[src/rtl/bcsp_pkg.sv]
package bcsp_pkg;

    // Input word kinds, carried on s_tuser.
    typedef enum logic [1:0] {
        CMD_RX_BYTE = 2'd0,
        CMD_TICK    = 2'd1,
        CMD_START   = 2'd2,
        CMD_UNUSED  = 2'd3
    } cmd_t;

    // Which control packet a run transmits, if any.
    typedef enum logic [2:0] {
        PKT_NONE     = 3'd0,
        PKT_SYNC     = 3'd1,
        PKT_CONF     = 3'd2,
        PKT_SYNC_RSP = 3'd3,
        PKT_CONF_RSP = 3'd4
    } pkt_kind_t;

    typedef enum logic [2:0] {
        EV_NONE    = 3'd0,
        EV_HDR_BAD = 3'd1,
        EV_IGNORED = 3'd2,
        EV_ACTED   = 3'd3,
        EV_TIMEOUT = 3'd4
    } frame_event_t;

    // Link state codes as seen on the result bus.
    localparam logic [2:0] LS_IDLE      = 3'd0;
    localparam logic [2:0] LS_SHY       = 3'd1;
    localparam logic [2:0] LS_CURIOUS   = 3'd2;
    localparam logic [2:0] LS_GARRULOUS = 3'd3;
    localparam logic [2:0] LS_FAILED    = 3'd4;

    localparam logic [7:0] SOF_BYTE    = 8'hC0;
    localparam logic [7:0] CHAN_BYTE_A = 8'h41;
    localparam logic [7:0] CHAN_BYTE_B = 8'h00;
    localparam logic [3:0] RETRY_RESET = 4'd10;
    localparam logic [3:0] LAST_IDX    = 4'd9;

    // Everything the result side needs to play out one run.
    typedef struct packed {
        pkt_kind_t    kind;
        frame_event_t ev;
        logic [2:0]   link_state;
    } run_desc_t;

    // Payload bytes five to eight of each control packet, byte five highest.
    function automatic logic [31:0] pkt_body(input pkt_kind_t kind);
        logic [31:0] body;
        case (kind)
            PKT_SYNC:     body = 32'hDADCEDED;
            PKT_CONF:     body = 32'hADEFACED;
            PKT_SYNC_RSP: body = 32'hACAFEFEE;
            PKT_CONF_RSP: body = 32'hDEADD0D0;
            default:      body = 32'h0000_0000;
        endcase
        return body;
    endfunction

    function automatic logic [7:0] pkt_byte(input pkt_kind_t kind, input logic [3:0] idx);
        logic [31:0] body;
        logic [7:0]  b;
        body = pkt_body(kind);
        case (idx)
            4'd0:    b = SOF_BYTE;
            4'd1:    b = 8'h00;
            4'd2:    b = CHAN_BYTE_A;
            4'd3:    b = CHAN_BYTE_B;
            4'd4:    b = 8'hBE;
            4'd5:    b = body[31:24];
            4'd6:    b = body[23:16];
            4'd7:    b = body[15:8];
            4'd8:    b = body[7:0];
            4'd9:    b = SOF_BYTE;
            default: b = 8'h00;
        endcase
        if (kind == PKT_NONE) begin
            b = 8'h00;
        end
        return b;
    endfunction

endpackage

[src/rtl/bcsp_link_ctrl.sv]
module bcsp_link_ctrl (
    input  logic                aclk,
    input  logic                aresetn,
    input  logic                cfg_we,
    input  logic [3:0]          cfg_data,
    input  logic                in_accept,
    input  bcsp_pkg::cmd_t      command,
    input  logic [7:0]          rx_byte,
    output bcsp_pkg::run_desc_t desc
);
    import bcsp_pkg::*;

    typedef enum logic [4:0] {
        LP_IDLE      = 5'b00001,
        LP_SHY       = 5'b00010,
        LP_CURIOUS   = 5'b00100,
        LP_GARRULOUS = 5'b01000,
        LP_FAILED    = 5'b10000
    } link_phase_t;

    link_phase_t link_phase_reg, link_phase_next;
    logic [3:0]  parse_reg, parse_next;
    logic [3:0]  sync_sends_reg, sync_sends_next;
    logic [3:0]  conf_sends_reg, conf_sends_next;
    logic [3:0]  retry_limit_reg;
    logic [7:0]  hdr0_reg, hdr1_reg, hdr2_reg;
    logic [7:0]  hdr0_next, hdr1_next, hdr2_next;
    logic [7:0]  pay0_reg, pay1_reg, pay2_reg;
    logic [7:0]  pay0_next, pay1_next, pay2_next;
    logic [3:0]  parse_eff;
    logic [7:0]  hdr_sum;
    logic [31:0] rx_payload;
    logic        link_open;
    pkt_kind_t   kind;
    frame_event_t ev;

    assign parse_eff  = (parse_reg > 4'd8) ? 4'd0 : parse_reg;
    assign hdr_sum    = hdr0_reg + hdr1_reg + hdr2_reg;
    assign rx_payload = {pay0_reg, pay1_reg, pay2_reg, rx_byte};
    assign link_open  = (link_phase_reg == LP_SHY) || (link_phase_reg == LP_CURIOUS);

    always_comb begin
        link_phase_next = link_phase_reg;
        parse_next      = parse_reg;
        sync_sends_next = sync_sends_reg;
        conf_sends_next = conf_sends_reg;
        hdr0_next = hdr0_reg;
        hdr1_next = hdr1_reg;
        hdr2_next = hdr2_reg;
        pay0_next = pay0_reg;
        pay1_next = pay1_reg;
        pay2_next = pay2_reg;
        kind = PKT_NONE;
        ev   = EV_NONE;
        case (command)
            CMD_RX_BYTE: begin
                if (link_open) begin
                    case (parse_eff)
                        4'd0: begin
                            parse_next = (rx_byte == SOF_BYTE) ? 4'd1 : 4'd0;
                        end
                        4'd1: begin
                            // Repeated flag bytes are skipped.
                            if (rx_byte != SOF_BYTE) begin
                                hdr0_next  = rx_byte;
                                parse_next = 4'd2;
                            end
                        end
                        4'd2: begin
                            hdr1_next  = rx_byte;
                            parse_next = 4'd3;
                        end
                        4'd3: begin
                            hdr2_next  = rx_byte;
                            parse_next = 4'd4;
                        end
                        4'd4: begin
                            if ((hdr_sum != ~rx_byte) || (hdr1_reg != CHAN_BYTE_A) ||
                                (hdr2_reg != CHAN_BYTE_B)) begin
                                parse_next = 4'd0;
                                ev         = EV_HDR_BAD;
                            end else begin
                                parse_next = 4'd5;
                            end
                        end
                        4'd5: begin
                            pay0_next  = rx_byte;
                            parse_next = 4'd6;
                        end
                        4'd6: begin
                            pay1_next  = rx_byte;
                            parse_next = 4'd7;
                        end
                        4'd7: begin
                            pay2_next  = rx_byte;
                            parse_next = 4'd8;
                        end
                        4'd8: begin
                            parse_next = 4'd0;
                            ev         = EV_IGNORED;
                            if (rx_payload == pkt_body(PKT_SYNC)) begin
                                kind = PKT_SYNC_RSP;
                                ev   = EV_ACTED;
                            end else if (link_phase_reg == LP_SHY) begin
                                if (rx_payload == pkt_body(PKT_SYNC_RSP)) begin
                                    link_phase_next = LP_CURIOUS;
                                    conf_sends_next = 4'd0;
                                    ev              = EV_ACTED;
                                end
                            end else begin
                                if (rx_payload == pkt_body(PKT_CONF)) begin
                                    kind = PKT_CONF_RSP;
                                    ev   = EV_ACTED;
                                end else if (rx_payload == pkt_body(PKT_CONF_RSP)) begin
                                    link_phase_next = LP_GARRULOUS;
                                    ev              = EV_ACTED;
                                end
                            end
                        end
                        default: begin
                            parse_next = 4'd0;
                        end
                    endcase
                end
            end
            CMD_TICK: begin
                if (link_phase_reg == LP_SHY) begin
                    if (sync_sends_reg < retry_limit_reg) begin
                        sync_sends_next = sync_sends_reg + 4'd1;
                        kind            = PKT_SYNC;
                    end else begin
                        link_phase_next = LP_FAILED;
                        parse_next      = 4'd0;
                        ev              = EV_TIMEOUT;
                    end
                end else if (link_phase_reg == LP_CURIOUS) begin
                    if (conf_sends_reg < retry_limit_reg) begin
                        conf_sends_next = conf_sends_reg + 4'd1;
                        kind            = PKT_CONF;
                    end else begin
                        link_phase_next = LP_FAILED;
                        parse_next      = 4'd0;
                        ev              = EV_TIMEOUT;
                    end
                end
            end
            CMD_START: begin
                link_phase_next = LP_SHY;
                parse_next      = 4'd0;
                sync_sends_next = 4'd1;
                conf_sends_next = 4'd0;
                kind            = PKT_SYNC;
            end
            default: begin
            end
        endcase
    end

    always_comb begin
        desc.kind = kind;
        desc.ev   = ev;
        case (link_phase_next)
            LP_IDLE:      desc.link_state = LS_IDLE;
            LP_SHY:       desc.link_state = LS_SHY;
            LP_CURIOUS:   desc.link_state = LS_CURIOUS;
            LP_GARRULOUS: desc.link_state = LS_GARRULOUS;
            LP_FAILED:    desc.link_state = LS_FAILED;
            default:      desc.link_state = LS_IDLE;
        endcase
    end

    always_ff @(posedge aclk) begin
        if (!aresetn) begin
            link_phase_reg  <= LP_IDLE;
            parse_reg       <= 4'd0;
            sync_sends_reg  <= 4'd0;
            conf_sends_reg  <= 4'd0;
            retry_limit_reg <= RETRY_RESET;
        end else begin
            if (cfg_we) begin
                retry_limit_reg <= cfg_data;
            end
            if (in_accept) begin
                link_phase_reg <= link_phase_next;
                parse_reg      <= parse_next;
                sync_sends_reg <= sync_sends_next;
                conf_sends_reg <= conf_sends_next;
            end
        end
    end

    // Frame stores are always written before they are read.
    always_ff @(posedge aclk) begin
        if (in_accept) begin
            hdr0_reg <= hdr0_next;
            hdr1_reg <= hdr1_next;
            hdr2_reg <= hdr2_next;
            pay0_reg <= pay0_next;
            pay1_reg <= pay1_next;
            pay2_reg <= pay2_next;
        end
    end

endmodule

[src/rtl/bcsp_link_establishment.sv]
// Link-establishment engine for a three-wire serial host link. Each input word carries a
// kind on s_tuser (received byte, one-second tick, start) and, for a received byte, the
// byte on s_tdata. A start, or a tick in shy or curious under the retry limit, sends a
// 10-byte sync or conf packet; received bytes go through a frame parser that answers
// sync and conf payloads with response packets and walks the link from shy through
// curious to garrulous, or to failed once retry_limit packets of one kind have been sent
// without progress. Every input word produces a run of either ten result words (one
// packet, tlast on the tenth) or a single word with the transmit flag low; link state and
// frame event repeat on every word of a run. The state update for an input word is done
// in the cycle it is accepted, so input words are taken one per clock while the result
// side keeps up. Results pass through the pending and current descriptor registers, and
// the emitter, giving one word per clock while m_tready is high, sets the sustained rate.
// One descriptor waits behind the run in progress, so a new input word can be accepted
// while the last word of the current run is still waiting to be taken.
module bcsp_link_establishment (
    input  logic        aclk,
    input  logic        aresetn,
    // Configuration write: retry_limit.
    input  logic        cfg_valid,
    output logic        cfg_ready,
    input  logic [3:0]  cfg_data,
    // Input stream.
    input  logic        s_tvalid,
    output logic        s_tready,
    input  logic [7:0]  s_tdata,   // [7:0] rx_byte
    input  logic [1:0]  s_tuser,   // [1:0] command
    // Result stream.
    output logic        m_tvalid,
    input  logic        m_tready,
    output logic [15:0] m_tdata,   // [7:0] tx_byte, [10:8] link_state, [13:11] frame_event
    output logic        m_tuser,   // [0] tx_valid
    output logic        m_tlast    // last_of_run
);
    import bcsp_pkg::*;

    logic      in_accept;
    run_desc_t desc;

    // Descriptor waiting behind the run in progress.
    logic      pend_valid_reg, pend_valid_next;
    run_desc_t pend_desc_reg;

    // Run being played out on the result bus.
    logic      cur_valid_reg, cur_valid_next;
    run_desc_t cur_desc_reg;
    logic [3:0] idx_reg, idx_next;

    logic      cur_free;
    logic      cur_load;
    logic      run_done;
    logic [7:0] tx_byte;

    // The register can always be taken.
    assign cfg_ready = 1'b1;

    assign in_accept = s_tvalid && s_tready;

    bcsp_link_ctrl u_ctrl (
        .aclk      (aclk),
        .aresetn   (aresetn),
        .cfg_we    (cfg_valid),
        .cfg_data  (cfg_data),
        .in_accept (in_accept),
        .command   (cmd_t'(s_tuser)),
        .rx_byte   (s_tdata),
        .desc      (desc)
    );

    // A run ends when its last word is taken; the waiting descriptor then moves up, and
    // its slot is free for a new input word in that same cycle.
    assign run_done = cur_valid_reg && m_tready && m_tlast;
    assign cur_free = !cur_valid_reg || run_done;
    assign cur_load = pend_valid_reg && cur_free;
    assign s_tready = !pend_valid_reg || cur_load;

    always_comb begin
        pend_valid_next = pend_valid_reg;
        if (cur_load) begin
            pend_valid_next = 1'b0;
        end
        if (in_accept) begin
            pend_valid_next = 1'b1;
        end

        cur_valid_next = cur_valid_reg;
        idx_next       = idx_reg;
        if (cur_load) begin
            cur_valid_next = 1'b1;
            idx_next       = 4'd0;
        end else if (run_done) begin
            cur_valid_next = 1'b0;
        end else if (cur_valid_reg && m_tready) begin
            idx_next = idx_reg + 4'd1;
        end
    end

    always_ff @(posedge aclk) begin
        if (!aresetn) begin
            pend_valid_reg <= 1'b0;
            cur_valid_reg  <= 1'b0;
            idx_reg        <= 4'd0;
        end else begin
            pend_valid_reg <= pend_valid_next;
            cur_valid_reg  <= cur_valid_next;
            idx_reg        <= idx_next;
        end
    end

    always_ff @(posedge aclk) begin
        if (in_accept) begin
            pend_desc_reg <= desc;
        end
        if (cur_load) begin
            cur_desc_reg <= pend_desc_reg;
        end
    end

    // Packet bytes come from the constant packet table; a run without a packet shows zero.
    assign tx_byte  = pkt_byte(cur_desc_reg.kind, idx_reg);
    assign m_tvalid = cur_valid_reg;
    assign m_tuser  = (cur_desc_reg.kind != PKT_NONE);
    assign m_tlast  = (cur_desc_reg.kind == PKT_NONE) || (idx_reg == LAST_IDX);
    assign m_tdata  = {2'b00, cur_desc_reg.ev, cur_desc_reg.link_state, tx_byte};

endmodule

[config.mk]
export PLATFORM = sky130hd
export DESIGN_NAME = bcsp_link_establishment
export DESIGN_NICKNAME = d
export VERILOG_FILES = /design/src/rtl/bcsp_pkg.sv /design/src/rtl/bcsp_link_ctrl.sv /design/src/rtl/bcsp_link_establishment.sv
export SDC_FILE = /design/constraint.sdc
export NUM_CORES = 1
export LEC_CHECK = 0
export BUFFER_PORTS_ARGS = -buffer_cell sky130_fd_sc_hd__buf_4
export CORE_UTILIZATION = 65
export DETAILED_ROUTE_END_ITERATION = 16
export GPL_ROUTABILITY_DRIVEN = 0
export PLACE_DENSITY = 0.89
export SLEW_MARGIN = 10
export SYNTH_ARGS = -nofsm -noshare
export SYNTH_HDL_FRONTEND = slang
export SYNTH_SLANG_ARGS = --single-unit
[constraint.sdc]
create_clock -name aclk -period 6.1 [get_ports aclk]
set_clock_uncertainty 0.05 [all_clocks]
set_input_delay 0.305 -clock aclk [delete_from_list [all_inputs] [get_ports aclk]]
set_output_delay 0.305 -clock aclk [all_outputs]
set_load 0.01 [all_outputs]
* Word level (Yosys, flattened, before mapping) *
Index checks and enable logic that the tools add are counted.

storage, ports and cells
  register bits = 93
  ROM bits = 0
  word-level logic and storage cells = 180
  bits in latches = 0
  RAM bits = 0
  memories kept = 0
  input bits = 19

cells by class
  $mul = 0
  reductions and logical operators = 34
  shift operators = 0
  equality and inequality tests = 49
  magnitude comparators = 3
  div/mod/pow operators = 0
  mux-type cells = 66
  add/sub/neg operators = 5
  bitwise logic cells = 3

operators by type and width
  kind                    count
  $eq A32 B32 Y1 const B  4
  $pmux W32 S4            1
  $mux W4                 17
  $pmux W8 S7             1
  $mux W5                 11
  $mux W3                 16
  $eq A4 B3 Y1 const B    8
  $pmux W4 S8             1
  $pmux W4 S3             2
  $reduce_and A4 Y1       6
  $add A8 B8 Y8           2
  $ne A2 B1 Y1 const B    8
  $pmux W5 S3             1
  $add A4 B1 Y4 const B   3
  $eq A4 B2 Y1 const B    3
  $eq A4 B4 Y1 const B    3
  $pmux W3 S2             2
  $pmux W3 S4             1
  $eq A5 B2 Y1 const B    2
  $eq A5 B3 Y1 const B    2
  $reduce_and A10 Y1      1
  $mux W1                 9
  $pmux W3 S3             1
  $eq A8 B8 Y1 const B    1
  other kinds (35)        54

* Longest topological paths before layout *
Gate-level depths: netlist (run 1).

  depth after elaboration = 10
  mapped depth = 13
  mapped depth without buffers = 13

* By module *
A second synthesis (run 1) with hierarchy kept.

unflattened totals
  cells, all modules = 503
  area, all modules = 5337.6 sq um

modules (own cells, without submodules)
  module                   area an instance (sq um)  seq. area each (sq um)  cells an instance  instances
  bcsp_link_ctrl           3967.6                    1861.8                  368                1
  bcsp_link_establishment  1370.1                    660.6                   135                1

* Least setup slack after synthesis (run 1) *
OpenSTA, ideal clock, no wires.

  path type = reg2reg
  start = reg u_ctrl.hdr1_reg[1]
  end = reg pend_desc_reg[3] (netlist bit) (data pin)
  arrival time = 2.547 ns
  setup slack = 3.244 ns
  stages on the path, launching flop included = 14
  data required time = 5.791 ns
  cell sequence = edfxtp_1 inv_1 fa_1 inv_1 ha_1 inv_1 fa_1 xnor2_1 xnor2_1 nor4_1 o2111ai_1 nor4_1 or3_1 a21oi_1

RTL lines
  element                 line                            text
  from (decl)             bcsp_link_ctrl.sv:26            logic [7:0] hdr0_reg, hdr1_reg, hdr2_reg;
  from (signal assigned)  bcsp_link_ctrl.sv:196           hdr1_reg <= hdr1_next;
  to (signal assigned)    bcsp_link_establishment.sv:111  pend_desc_reg <= desc;
  to (decl)               bcsp_link_establishment.sv:41   run_desc_t pend_desc_reg;

==> insert_results.sql, run 1 <==
INSERT INTO impl_metrics (metric_group, metric, value, unit) VALUES
('outcome', 'status', 'finished, final reports clean', ''),
('finish', 'insertedDiodeCount', '0', ''),
('pwr', 'cellLeakagePower', '2.08', 'nW'),
('timing', 'hold_viol_final', '0', ''),
('timing', 'setup_violations', '0', ''),
('logic_synthesis', 'synth.mux.area_fraction', '1.14', '%'),
('grt', 'grt_first_pass_wirelength', '17900', 'µm'),
('logic_synthesis', 'postSynth.asyncResetShare', '0', '%'),
('timing', 'slew_viol_final', '0', ''),
('finish', 'largest_register_ff_count', '9', ''),
('logic_synthesis', 'yosys.area_share.adder', '8.30', '%'),
('logic_synthesis', 'synth.lib_cells_used.distinct', '74', ''),
('critical_path', 'rrSetupSlack', '2.83', 'ns'),
('cts', 'cts_inserted_buffers', '9', ''),
('finish', 'final_cells', '636', ''),
('logic_synthesis', 'synth_simple_gate_area_share', '21.5', '%'),
('timing', 'setup-tns-final', '0', 'ns'),
('detailed_routing', 'detail-route-antenna-nets', '0', ''),
('cts', 'cts_tree', 'yes', ''),
('min_path', 'holdCritPathClass', 'in2reg', ''),
('pwr', 'power.ir.vdd_worst', '168', 'µV'),
('place', 'dp_hpwl', '8060', 'µm'),
('logic_synthesis', 'synth_area_per_cell', '10.5', 'µm²'),
('pwr', 'cellPowerDensity', '210', 'nW/µm²'),
('logic_synthesis', 'synth_compound_area_share', '13.0', '%'),
('cts', 'postCtsSetupBuffers', '0', ''),
('timing', 'grt_setup_unrepaired', 'no', ''),
('cts', 'clk_latency', '0.37', 'ns'),
('finish', 'multiInputGateArea', '2500', 'µm²'),
('grt', 'maximum_number_of_pins_on_one_net_before_global_route_repair', '18', ''),
('critical_path', 'timing.critical_path.to_type', 'register', ''),
('critical_path', 'path_class', 'reg2reg', ''),
('finish', 'final.fill_count', '548', ''),
('place', 'dpl_cell_area', '5540', 'µm²'),
('timing', 'fin_crit', '3.27', 'ns'),
('critical_path', 'worst-endpoint-required', '6.18', 'ns'),
('detailed_routing', 'drt-total-wl', '11000', 'µm'),
('logic_synthesis', 'netlist_top_cells_count', 'edfxtp_1 (66), nand2_1 (42), nor2_1 (39)', ''),
('critical_path', 'worst_ep_arrival_time', '3.35', 'ns'),
('cts', 'post_cts_resize_count', '0', ''),
('logic_synthesis', 'yosys_most_used_dff', 'edfxtp_1', ''),
('timing', 'worstMarginPinSlew', '0.984', 'ns'),
('die', 'die_height', '91.9', 'µm'),
('grt', 'vias_in_the_first_global_route', '3849', ''),
('logic_synthesis', 'synth_top_family_by_area', 'simple AND/OR/NAND/NOR gates', ''),
('die', 'floorplan.die.width', '91.9', 'µm'),
('place', 'placed_cells', '621', ''),
('critical_path', 'critical_path_peak_fanout', '2', ''),
('finish', 'layout.cell_area.non_filler', '5740', 'µm²'),
('place', 'port_buffers', '36', ''),
('cts', 'root_buffer', 'clkbuf_8', ''),
('finish', 'layout-drive-gt1-share', '15.4', '%'),
('die', 'core_footprint', '7770', 'µm²'),
('logic_synthesis', 'post-synth-top-area-cell', 'edfxtp_1', ''),
('detailed_routing', 'number_of_search_and_repair_iterations_in_the_first_detailed_routing_pass', '5', ''),
('detailed_routing', 'wl_per_cell', '17.2', 'µm'),
('cts', 'clkSlewWorstSetupHoldPaths', '0.10', 'ns'),
('cts', 'cts-root-to-sink-buffers', '2', ''),
('finish', 'nNetsFinal', '579', ''),
('grt', 'initial_antenna_violation_count', '0', ''),
('logic_synthesis', 'yosysTopAreaCellShare', '37.8', '%'),
('timing', 'post-route-period-util', '53.6', '%'),
('die', 'die-area', '8440', 'µm²'),
('die', 'io_pins', '40', ''),
('timing', 'slew-limit-headroom', '33.6', '%'),
('logic_synthesis', 'post_synth_instance_area', '5250', 'µm²'),
('logic_synthesis', 'post-synth-top-count-cell', 'edfxtp_1', ''),
('detailed_routing', 'detail_route.vias_per_cell', '6.38', ''),
('detailed_routing', 'drc', '0', ''),
('cts', 'ctsHoldBuffers', '0', ''),
('detailed_routing', 'initialDrtViolationCount', '356', '');
==> worst max-delay path, stage by stage, from the launching register on <==
cell and delay (ns):
edfxtp_1 0.39, inv_1 0.07, fa_1 0.47, inv_1 0.06
ha_1 0.16, inv_1 0.05, fa_1 0.40, xnor2_1 0.21
xnor2_1 0.09, nor4_1 0.27, o2111ai_1 0.17, nor4_1 0.37
or3_1 0.21, a21oi_1 0.07
==> power by group <==
part | total (mW) | switching, mW | internal [mW]
registers | 0.697 | 0.00962 | 0.687
clock network | 0.408 | 0.216 | 0.192
logic | 0.101 | 0.0608 | 0.0405
==> cell families (layout without fill, tap and decap cells) <==
group / after synthesis / count (layout)
other: 2 / 3
adder cells (fa/ha/maj): 30 / 30
XOR/XNOR: 21 / 21
flip-flops: 93 / 93
buffers and inverters: 49 / 80
AND/OR/NAND/NOR: 199 / 199
AO/OA/AOI/OAI: 102 / 102
multiplexers: 6 / 6
==> per-layer routing <==
layer / up-vias / track usage (%) / share of wire (%)
met5: - / 0 / 0
met4: 0 / 11.3 / 1.8
met3: 24 / 2.90 / 6.4
met2: 200 / 47.4 / 50
met1: 1931 / 35.8 / 42
li1: 1901 / - / -
==> final timing paths <==
check,startpoint,to,depth (start not counted)
setup reg to reg,u_ctrl.hdr2_reg[1]$_DFFE_PP_,pend_desc_reg[3]$_DFFE_PP_,13
hold reg to reg,pend_desc_reg[4]$_DFFE_PP_,m_tdata[12]$_DFFE_PP_,0
hold / removal,cfg_data[1],u_ctrl.retry_limit_reg[1]$_SDFFE_PN1P_,3
setup / recovery,u_ctrl.hdr2_reg[1]$_DFFE_PP_,pend_desc_reg[3]$_DFFE_PP_,13
==> through the flow <==
step                worst slack, ns  power, mW  utilization [%]  hold WS, ns
floorplan                      3.24      0.773                -        0.350
global placement               3.01      0.806             71.3        0.353
detailed placement             2.93      0.811             71.3        0.355
CTS                            2.83       1.21             73.9       0.0964
global route                   2.60       1.24             73.9        0.126
finish                         2.83       1.21             73.9        0.102
==> cell usage in the layout, fill, tap and decap left out, types with 9 or more instances in the layout <==
cell	n
nand2b_1	13
nand3_1	12
nor3_1	10
buf_4	39
nand2_1	42
nor4_1	10
xnor2_1	14
clkbuf_8	9
nor2_1	39
nor2b_1	12
dfxtp_1	27
ha_1	22
edfxtp_1	66
inv_1	25
a21oi_1	32
o21ai_0	20
==> final cells by class <==
type	instances	share of cell area, %
Sequential cell	93	44.0
Multi-Input combinational cell	361	43.6
Clock buffer	9	2.16
Clock inverter	6	1.24
Inverter	26	1.70
Timing Repair Buffer	39	5.10
Tap cell	102	2.22
No activity file was read; power rests on OpenSTA's default activity.
==> run 2, diff against run 1 <==
- CORE_UTILIZATION: 65 -> 55
- PLACE_DENSITY: 0.89 -> 0.81
- clock period: 6.1 -> 2.7 ns (I/O delays scaled with it)
==> run 2 against run 1 <==
Compared with the run above: critical endpoint unchanged; sequential share of layout area decreased by 3.6 points; largest power group unchanged; sequential power up 130%; setup slack got worse by 3.2 ns; the run now ends with setup timing left; count of clock-buffer cells in the layout is the same; final area up 9.1%; die area increased by 18%; fmax up 7.0%; clock power is 130% higher; flip-flop and latch count is the same; worst hold slack got worse by 0.062 ns; register-to-register slack got worse by 3.2 ns.
==> insert_results.sql, run 2 (synthesis results as in run 1) <==
INSERT INTO impl_metrics (metric_group, metric, value, unit) VALUES
('critical_path', 'worst_ep_arrival_time', '3.12', 'ns'),
('finish', 'area_growth_syn_to_layout', '19.3', '%'),
('die', 'initial_utilization', '56.8', '%'),
('die', 'die-area', '9940', 'µm²'),
('timing', 'setup_violations', '4', ''),
('detailed_routing', 'wl_per_cell', '16.4', 'µm'),
('cts', 'clk_latency', '0.36', 'ns'),
('detailed_routing', 'detail_route.vias_per_cell', '5.83', ''),
('detailed_routing', 'detail-route-antenna-nets', '0', ''),
('critical_path', 'path_class', 'reg2reg', ''),
('timing', 'hold_viol_final', '0', ''),
('detailed_routing', 'initialDrtViolationCount', '284', ''),
('finish', 'layout_commonest_cell', 'buf_4', ''),
('finish', 'insertedDiodeCount', '0', ''),
('cts', 'cts-root-to-sink-buffers', '2', ''),
('grt', 'grt.met3_usage', '4.92', '%'),
('cts', 'htreeDepth', '3', ''),
('die', 'row_count', '35', ''),
('cts', 'cts_inserted_buffers', '9', ''),
('timing', 'fin_crit', '3.05', 'ns'),
('outcome', 'failing_checks', 'setup timing', ''),
('detailed_routing', 'number_of_search_and_repair_iterations_in_the_first_detailed_routing_pass', '5', ''),
('die', 'core_footprint', '9240', 'µm²'),
('critical_path', 'worst-endpoint-required', '2.76', 'ns'),
('cts', 'cts.sinks', '93', ''),
('detailed_routing', 'via_total_after_detailed_routing', '4189', ''),
('finish', 'nNetsFinal', '634', ''),
('critical_path', 'critical_path_launch_point_type', 'register', ''),
('critical_path', 'critical_path_peak_fanout', '2', ''),
('timing', 'setup_slack', '-0.353', 'ns'),
('place', 'dpl_worst_slack', '-0.358', 'ns'),
('grt', 'grt_overflow', '0', ''),
('pwr', 'cellLeakagePower', '2.34', 'nW'),
('die', 'die_height', '99.7', 'µm'),
('grt', 'globalRouteMet2Util', '43.2', '%'),
('cts', 'cts_tree', 'yes', ''),
('grt', 'met1_usage', '31.2', '%'),
('grt', 'global_route_usage_over_all_layers', '25.2', '%'),
('detailed_routing', 'drc', '0', ''),
('grt', 'maximum_number_of_pins_on_one_net_before_global_route_repair', '18', ''),
('timing', 'max_freq', '327', 'MHz'),
('timing', 'worstMarginPinSlew', '0.609', 'ns'),
('pwr', 'report.power.total', '2.81', 'mW'),
('timing', 'post-route-period-util', '113', '%'),
('place', 'dp_hpwl', '8660', 'µm'),
('job', 'max_cap_violations', '0', ''),
('die', 'io_pins', '40', ''),
('detailed_routing', 'drt-total-wl', '11800', 'µm'),
('timing', 'grt_setup_unrepaired', 'yes', ''),
('outcome', 'status', 'complete, but fails checks', ''),
('grt', 'grt_first_pass_wirelength', '19500', 'µm'),
('pwr', 'power.ir.vdd_worst', '358', 'µV'),
('grt', 'initial_antenna_violation_count', '0', ''),
('min_path', 'holdCritPathClass', 'in2reg', ''),
('die', 'floorplan.die.width', '99.7', 'µm'),
('timing', 'setup-tns-final', '-1.07', 'ns'),
('cts', 'clkSlewWorstSetupHoldPaths', '0.10', 'ns'),
('cts', 'root_buffer', 'clkbuf_8', ''),
('place', 'port_buffers', '36', ''),
('pwr', 'cellPowerDensity', '449', 'nW/µm²'),
('grt', 'vias_in_the_first_global_route', '4219', ''),
('timing', 'slew-limit-headroom', '59.1', '%'),
('timing', 'slew_viol_final', '0', ''),
('critical_path', 'timing.critical_path.to_type', 'register', ''),
('grt', 'top_usage_layer', 'met2', ''),
('finish', 'layout-drive-gt1-share', '23.1', '%'),
('timing', 'timing.hold.ws', '0.0402', 'ns'),
('finish', 'largest_register_ff_count', '9', ''),
('finish', 'final_cell_mix', 'buf_4 (82), edfxtp_1 (66), nand2_1 (42)', '');
[run 2: worst paths after layout]
kind                                startpoint                                      to  slack, ns  cells after the start
setup / recovery  u_ctrl.hdr2_reg[1]$_DFFE_PP_              pend_desc_reg[3]$_DFFE_PP_      -0.35                     13
hold / removal                       cfg_valid  u_ctrl.retry_limit_reg[0]$_SDFFE_PN0P_       0.04                      3
setup reg to reg  u_ctrl.hdr2_reg[1]$_DFFE_PP_              pend_desc_reg[3]$_DFFE_PP_      -0.35                     13
hold reg to reg     pend_desc_reg[5]$_DFFE_PP_                   m_tdata[13]$_DFFE_PP_       0.38                      0
[run 2: power by group]
| group | total (mW) | switching, mW | internal (mW) |
|---|---|---|---|
| sequential | 1.57 | 0.0161 | 1.55 |
| combinational | 0.284 | 0.155 | 0.129 |
| clock | 0.957 | 0.512 | 0.444 |
[run 2: cell type report]
| type | count | area, µm² |
|---|---|---|
| clock buffers | 9 | 124 |
| flip-flops and latches | 93 | 2520 |
| repair buffers | 94 | 736 |
| well taps | 129 | 161 |
| fillers | 668 | 2980 |
| clock inverters | 7 | 82.6 |
| inverters | 26 | 97.6 |
| multi-input cells | 361 | 2530 |
[run 2: stage by stage]
| stage | util (%) | std cells | cell area [µm²] |
|---|---|---|---|
| floorplan | - | 503 | 5260 |
| global placement | 63.6 | 687 | 5870 |
| detailed placement | 63.6 | 687 | 5870 |
| CTS | 67.6 | 720 | 6240 |
| global route | 67.7 | 719 | 6260 |
| finish | 67.7 | 719 | 6260 |
[run 2: worst max-delay path, cell delays in order (launching register included)]
cell       delay, ns
edfxtp_1        0.39
inv_2           0.05
fa_1            0.46
inv_1           0.07
ha_2            0.19
inv_2           0.04
fa_2            0.34
xnor2_1         0.15
xnor2_1         0.13
nor4_1          0.29
o2111ai_1       0.18
nor4_2          0.23
or3_1           0.17
a21oi_1         0.07
[run 2: what timing repair did]
action	CTS	global route
pin swaps	5	0
setup buffers	5	2
resized for setup	2	7
endpoints found under the hold margin	14	0
hold buffers	12	0
endpoints found under the setup margin	4	10
[run 2: routing by layer]
metal,wire length [µm],vias up
met5,0,-
met4,201,0
met3,691,16
met2,5860,156
met1,5040,2010
li1,-,2007
